--- src/rtl/arsma_pkg.sv ---
// Shared constants, types and register codes for the axis reduction block.
package arsma_pkg;

    localparam int ACC_W           = 48;
    localparam int POS_W           = 16;
    localparam int SLOT_W          = 26;
    localparam int CFG_W           = 17;
    localparam int INNER_COUNT_W   = 11;
    localparam int DEF_INNER_DEPTH = 1024;
    localparam int DEF_VALUE_WIDTH = 32;

    typedef enum logic [1:0] {
        REG_REDUCE_MODE   = 2'd0,
        REG_OUTER_COUNT   = 2'd1,
        REG_REDUCED_COUNT = 2'd2,
        REG_INNER_COUNT   = 2'd3
    } cfg_reg_t;

    typedef struct packed {
        logic              seed;
        logic              emit;
        logic              last;
        logic [POS_W-1:0]  rpos;
        logic [SLOT_W-1:0] slot;
    } issue_t;

endpackage

--- src/rtl/arsma_ctrl.sv ---
// Configuration registers and position counters that address the slot memory.
module arsma_ctrl
    import arsma_pkg::*;
#(
    parameter int INNER_DEPTH = DEF_INNER_DEPTH,
    localparam int IDX_W = (INNER_DEPTH > 1) ? $clog2(INNER_DEPTH) : 1
)
(
    input  logic             clk,
    input  logic             rst_n,
    input  logic             cfg_we,
    input  logic [1:0]       cfg_index,
    input  logic [CFG_W-1:0] cfg_data,
    input  logic             accept,
    output logic             reduce_mode,
    output logic [IDX_W-1:0] addr,
    output issue_t           issue
);

    logic              mode_reg, mode_next;
    logic [POS_W-1:0]  outer_m1_reg, outer_m1_next;
    logic [POS_W-1:0]  reduced_m1_reg, reduced_m1_next;
    logic [IDX_W-1:0]  inner_m1_reg, inner_m1_next;
    logic [IDX_W-1:0]  inner_pos_reg, inner_pos_next;
    logic [POS_W-1:0]  reduced_pos_reg, reduced_pos_next;
    logic [POS_W-1:0]  outer_pos_reg, outer_pos_next;
    logic [SLOT_W-1:0] slot_base_reg, slot_base_next;

    logic [POS_W-1:0]         axis_m1_cfg;
    logic [IDX_W-1:0]         inner_m1_cfg;
    logic [INNER_COUNT_W-1:0] inner_raw;
    logic                     inner_last, reduced_last, outer_last;

    assign inner_raw = cfg_data[INNER_COUNT_W-1:0];

    always_comb
    begin
        if (cfg_data == '0)
        begin
            axis_m1_cfg = '0;
        end
        else if (cfg_data[CFG_W-1])
        begin
            axis_m1_cfg = '1;
        end
        else
        begin
            axis_m1_cfg = cfg_data[POS_W-1:0] - 1'b1;
        end

        if (inner_raw == '0)
        begin
            inner_m1_cfg = '0;
        end
        else if (32'(inner_raw) >= 32'(INNER_DEPTH))
        begin
            inner_m1_cfg = IDX_W'(INNER_DEPTH - 1);
        end
        else
        begin
            inner_m1_cfg = IDX_W'(inner_raw - 1'b1);
        end
    end

    assign inner_last   = (inner_pos_reg == inner_m1_reg);
    assign reduced_last = (reduced_pos_reg == reduced_m1_reg);
    assign outer_last   = (outer_pos_reg == outer_m1_reg);

    always_comb
    begin
        mode_next        = mode_reg;
        outer_m1_next    = outer_m1_reg;
        reduced_m1_next  = reduced_m1_reg;
        inner_m1_next    = inner_m1_reg;
        inner_pos_next   = inner_pos_reg;
        reduced_pos_next = reduced_pos_reg;
        outer_pos_next   = outer_pos_reg;
        slot_base_next   = slot_base_reg;

        if (cfg_we)
        begin
            unique case (cfg_reg_t'(cfg_index))
                REG_REDUCE_MODE:   mode_next       = cfg_data[0];
                REG_OUTER_COUNT:   outer_m1_next   = axis_m1_cfg;
                REG_REDUCED_COUNT: reduced_m1_next = axis_m1_cfg;
                REG_INNER_COUNT:   inner_m1_next   = inner_m1_cfg;
                default:           mode_next       = mode_reg;
            endcase
            inner_pos_next   = '0;
            reduced_pos_next = '0;
            outer_pos_next   = '0;
            slot_base_next   = '0;
        end
        else if (accept)
        begin
            if (!inner_last)
            begin
                inner_pos_next = inner_pos_reg + 1'b1;
            end
            else
            begin
                inner_pos_next = '0;
                if (!reduced_last)
                begin
                    reduced_pos_next = reduced_pos_reg + 1'b1;
                end
                else
                begin
                    reduced_pos_next = '0;
                    if (!outer_last)
                    begin
                        outer_pos_next = outer_pos_reg + 1'b1;
                        slot_base_next = slot_base_reg + SLOT_W'(inner_m1_reg)
                                         + SLOT_W'(1);
                    end
                    else
                    begin
                        outer_pos_next = '0;
                        slot_base_next = '0;
                    end
                end
            end
        end
    end

    always_ff @(posedge clk or negedge rst_n)
    begin
        if (!rst_n)
        begin
            mode_reg        <= 1'b0;
            outer_m1_reg    <= '0;
            reduced_m1_reg  <= '0;
            inner_m1_reg    <= '0;
            inner_pos_reg   <= '0;
            reduced_pos_reg <= '0;
            outer_pos_reg   <= '0;
            slot_base_reg   <= '0;
        end
        else
        begin
            mode_reg        <= mode_next;
            outer_m1_reg    <= outer_m1_next;
            reduced_m1_reg  <= reduced_m1_next;
            inner_m1_reg    <= inner_m1_next;
            inner_pos_reg   <= inner_pos_next;
            reduced_pos_reg <= reduced_pos_next;
            outer_pos_reg   <= outer_pos_next;
            slot_base_reg   <= slot_base_next;
        end
    end

    assign reduce_mode = mode_reg;
    assign addr        = inner_pos_reg;
    assign issue.seed  = (reduced_pos_reg == '0);
    assign issue.emit  = reduced_last;
    assign issue.last  = reduced_last && outer_last && inner_last;
    assign issue.rpos  = reduced_pos_reg;
    assign issue.slot  = slot_base_reg + SLOT_W'(inner_pos_reg);

    a_inner_in_range: assert property (@(posedge clk) disable iff (!rst_n)
        inner_pos_reg <= inner_m1_reg)
        else $error("inner position beyond inner count");

    a_reduced_in_range: assert property (@(posedge clk) disable iff (!rst_n)
        reduced_pos_reg <= reduced_m1_reg)
        else $error("reduced position beyond reduced count");

    a_wrap_clears_base: assert property (@(posedge clk) disable iff (!rst_n)
        accept && !cfg_we && issue.last |=> slot_base_reg == '0 && inner_pos_reg == '0)
        else $error("tensor end did not restart slot numbering");

endmodule

--- config.mk ---
export PLATFORM = sky130hd
export DESIGN_NAME = arsma_ctrl
export DESIGN_NICKNAME = d
export VERILOG_FILES = /design/src/rtl/arsma_pkg.sv /design/src/rtl/arsma_ctrl.sv
export SDC_FILE = /design/constraint.sdc
export NUM_CORES = 1
export LEC_CHECK = 0
export ABC_AREA = 1
export BUFFER_PORTS_ARGS = -buffer_cell sky130_fd_sc_hd__buf_2
export CORE_ASPECT_RATIO = 2
export CORE_MARGIN = 4
export CORE_UTILIZATION = 45
export DETAILED_ROUTE_END_ITERATION = 16
export PLACE_DENSITY_LB_ADDON = 0.08
export SETUP_SLACK_MARGIN = 0.05
export SLEW_MARGIN = 20
export SYNTH_ARGS = -nofsm -noshare
export SYNTH_HDL_FRONTEND = slang
export SYNTH_SLANG_ARGS = --single-unit
export TNS_END_PERCENT = 10
--- constraint.sdc ---
create_clock -name clk -period 7.8 [get_ports clk]
set_input_delay 2.34 -clock clk [delete_from_list [all_inputs] [get_ports clk]]
set_output_delay 2.34 -clock clk [all_outputs]
set_load 0.01 [all_outputs]
# After elaboration in Yosys (flattened, before gate mapping)
# Cells that the tools add are included.
[op_classes]
addsub = 8
n_lt_le_gt_ge = 1
n_eq_ne = 6
muxes = 21
reduce_logical = 15
[op_table]
columns = ["op", "n"]
rows = [
  ["$mux 16", 11],
  ["$mux 26", 5],
  ["$add 26x10->26", 2],
  ["$mux 10", 5],
  ["$add 16x1->16 const B", 2],
  ["$eq 16x16->1", 2],
  ["$add 26x1->26 const B", 1],
  ["$logic_not 17->1", 1],
  ["$logic_not 16->1", 1],
  ["$sub 16x1->16 const B", 1],
  ["$ge 11x11->1 const B", 1],
  ["$logic_not 11->1", 1],
  ["$add 10x1->10 const B", 1],
  ["$eq 10x10->1", 1],
  ["$reduce_and 2->1", 5],
  ["$sub 10x1->10 const B", 1],
  ["$reduce_bool 2->1", 3],
  ["$eq 2x2->1 const B", 2],
  ["$reduce_and 3->1", 1],
  ["$eq 2x1->1 const B", 1],
  ["$logic_and 1x1->1", 2],
  ["$logic_not 2->1", 1],
]
[totals]
register_bits = 111
inputBits = 23
output_inout_bits = 56
elab_cells = 59

# Depth between registers and ports, before layout
[logic_depth]
depth_word = 7
depth_mapped = 15
depth_no_buf = 15

# Worst setup path after synthesis
# No wires, ideal clock.
[synth_path]
path_type = "reg2out"
startpoint = "reg inner_pos_reg[0], in the netlist addr[0]"
endpoint = "out issue[22] in the netlist's numbering"
arrival_time_ps = 2014
required_ps = 5460
setup_slack_ps = 3446
stages_incl_launch_ff = 9
n_path_buf = 0
path_cell_list = "dfrtp_1 > ha_1 > fa_1 > nand3_1 > nand2_1 > a21oi_1 > o21ai_0 > nand3_1 > xor2_1"
[synth_lines]
columns = ["element", "line_no", "source"]
rows = [
  ["start: declaration", "arsma_ctrl.sv:24", "logic [IDX_W-1:0] inner_pos_reg, inner_pos_next;"],
  ["start signal: assignment", "arsma_ctrl.sv:145", "inner_pos_reg <= inner_pos_next;"],
  ["end: declaration", "arsma_ctrl.sv:17", "output issue_t issue"],
]

==> run metrics <==
Area after DPL 8690 µm²; number of vias per cell 5.39; Tmin final 5.31 ns; worst-case clock skew 0.00942 ns; largest net degree at the start of global routing 58; FMAX 0.188 GHz; first-pass GRT wire length 42.1 mm; Slew @ Worst Pin 1.05 ns; root buffer selected by CTS clkbuf_16; setup violators final 0; Site Rows 69; Nets 1339; CP max-delay cell dfrtp_1; Critical Path AT 2.97 ns; max reg flops 26; Slew Limit Fails 0; area added between synthesis and finish 10.3%; power consumption 1.81 mW; die area 20500 µm²; PwrDens 201 nW/µm²; HP Class flip-flop to flip-flop; Die H 198 µm; GRT Total Usage 26.9%; First DRT Iteration DRCs 386; critical path launch point type flip-flop; Synth warnings 0; Stages on worst setup path 9; #FFs+latches synth 111; final hold violations 0; # port buffers 78; cell family with most CP delay compound AO/OA/AOI/OAI gates; setup TNS 0 ns; # resized after CTS 0; WL per Instance 17.5 µm; CP bufs+invs 1; Fillers 1908; latest clock arrival within the worst-skew pair 0.36 ns; Critical Path RT 5.46 ns; syn nets 1279; max-cap violation count 0; maximum vdd drop 118 µV; CTS tree done; final antenna-violating net count 0; Initial Utilization 45.8%; Mapped Avg Cell Area 6.64 µm²; Synth Flop Type dfrtp_1; crit-path cells ha_1, fa_1, nand3_1, nand2_1, a21oi_1, o21ai_0, nand3_1, xor2_1, buf_2; final std cell area, no fill 8990 µm²; CP dominant cell by count nand3_1; Num Clock Sinks 111; crit share post-route 68.1%; async set-reset flop share out of synthesis 100%; Post-Syn Area 8150 µm²; outcome complete, no violations; total leakage power 4.70 nW; share of the synthesized area in the top cell type 34.1%; Worst-path clk slew 0.08 ns; antenna violations before repair 0; max incr delay on CP 0.45 ns; chip width 103 µm; IO Pins 79; synth unique cells 38; number of buffers created by CTS 9; largest cells by area after synthesis dfrtp_1, nand2_1, inv_1; reg2reg setup slack 4.81 ns; Reg area 2780 µm²; RSZ-0062 raised after global routing false; maximum root-to-sink buffer count 2; post-DP HPWL 20.6 mm; core footprint 17800 µm²; total global routing overflow 0; Synth area leader dfrtp_1; setup bufs post-CTS 0; CP Max Fanout 6; routability cong. 0.947; Total Wirelength 26.4 mm; vias in the first global route 8088; Multi-input gate area 4690 µm²; htree depth 3; cell depth of the worst flop-to-flop path 12; post-route DRC violation count 0; number of synthesized flops with an enable pin 0; n_diodes 0; Syn Inst Count 1228; hold path depth 2; Max transition margin 29.8%; sequential area share after synthesis 34.1%; Setup CP Type flip-flop to primary output; Detailed Routing Iterations Pass 1 5; Post-CTS Hold Fix Bufs 0; layout cell share with drive strength beyond 1 9.51%; Setup crit end kind primary output; routed vias 8122
worst min-delay path, stage by stage (launching register included):
cell and delay, ns:
dfrtp_1 0.35, nand2_1 0.05, o21ai_0 0.06
cell usage after synthesis (4+ instances only):
cell,n
o21bai_1,4
nand2_1,407
inv_2,4
a21oi_1,16
nand4_1,42
inv_1,139
dfrtp_1,111
nand3b_1,6
xnor2_1,19
ha_1,26
buf_2,10
or2_2,9
clkbuf_1,17
nor3_1,35
nand3_1,77
o21ai_0,100
nor2_1,124
o22ai_1,12
xor2_1,44
final timing paths:
| kind | end | start |
|---|---|---|
| worst max-delay path | issue[22] | addr[0]$_DFFE_PN0P_ |
| worst min-delay path | reduce_mode$_DFFE_PN0P_ | reduce_mode$_DFFE_PN0P_ |
| worst max register to register | slot_base_reg[0]$_DFFE_PN0P_ | reduced_pos_reg[4]$_DFFE_PN0P_ |
| worst min register to register | reduce_mode$_DFFE_PN0P_ | reduce_mode$_DFFE_PN0P_ |
| max in group asynchronous | reduced_pos_reg[2]$_DFFE_PN0P_ | rst_n |
| min in group asynchronous | slot_base_reg[1]$_DFFE_PN0P_ | rst_n |
final cells by class:
class                   instances  area share [%]
multi-input cells             940            52.1
flip-flops and latches        111            30.9
inverters                     144            6.01
repair buffers                 82            4.70
well taps                     213            2.96
clock buffers                   9            2.50
clock inverters                 7           0.793
through the flow:
step	hold slack [ns]	utilization, %	std cells	worst slack (ns)
final	0.491	50.6	1506	2.49
after CTS	0.494	50.5	1506	2.51
after detailed placement	0.475	48.9	1490	2.89
after global placement	0.467	48.8	1490	2.72
after floorplan	0.467	-	1228	3.45
after global routing	0.544	50.6	1506	2.30
power breakdown:
| group | switching (mW) | total, mW | internal (mW) |
|---|---|---|---|
| logic | 0.386 | 0.600 | 0.214 |
| registers | 0.0840 | 0.728 | 0.644 |
| clock network | 0.229 | 0.478 | 0.250 |
routing by layer:
metal | wire length (µm) | up-vias | GRT usage [%]
met5 | 0 | - | 0
li1 | - | 4051 | -
met1 | 9860 | 3795 | 29.2
met4 | 1530 | 0 | 14.9
met2 | 14300 | 194 | 49.9
met3 | 722 | 82 | 1.76
cell families after synthesis:
| logic type | share of synthesized area (%) |
|---|---|
| flops | 34.1 |
| compound gates | 8.78 |
| xor+xnor | 6.77 |
| simple gates | 37.3 |
| fa+ha+maj | 4.48 |
| buf+inv | 8.59 |
placed cells by master, fill, tap and decap left out, types with 19 or more instances in the layout:
cell type,count
dfrtp_1,111
inv_1,139
nor2_1,124
nand3_1,76
nand4_1,42
buf_2,77
nor3_1,34
ha_1,26
nand2_1,407
xor2_1,44
o21ai_0,100
xnor2_1,19
Note: power is estimated with default switching activity, not from simulation.
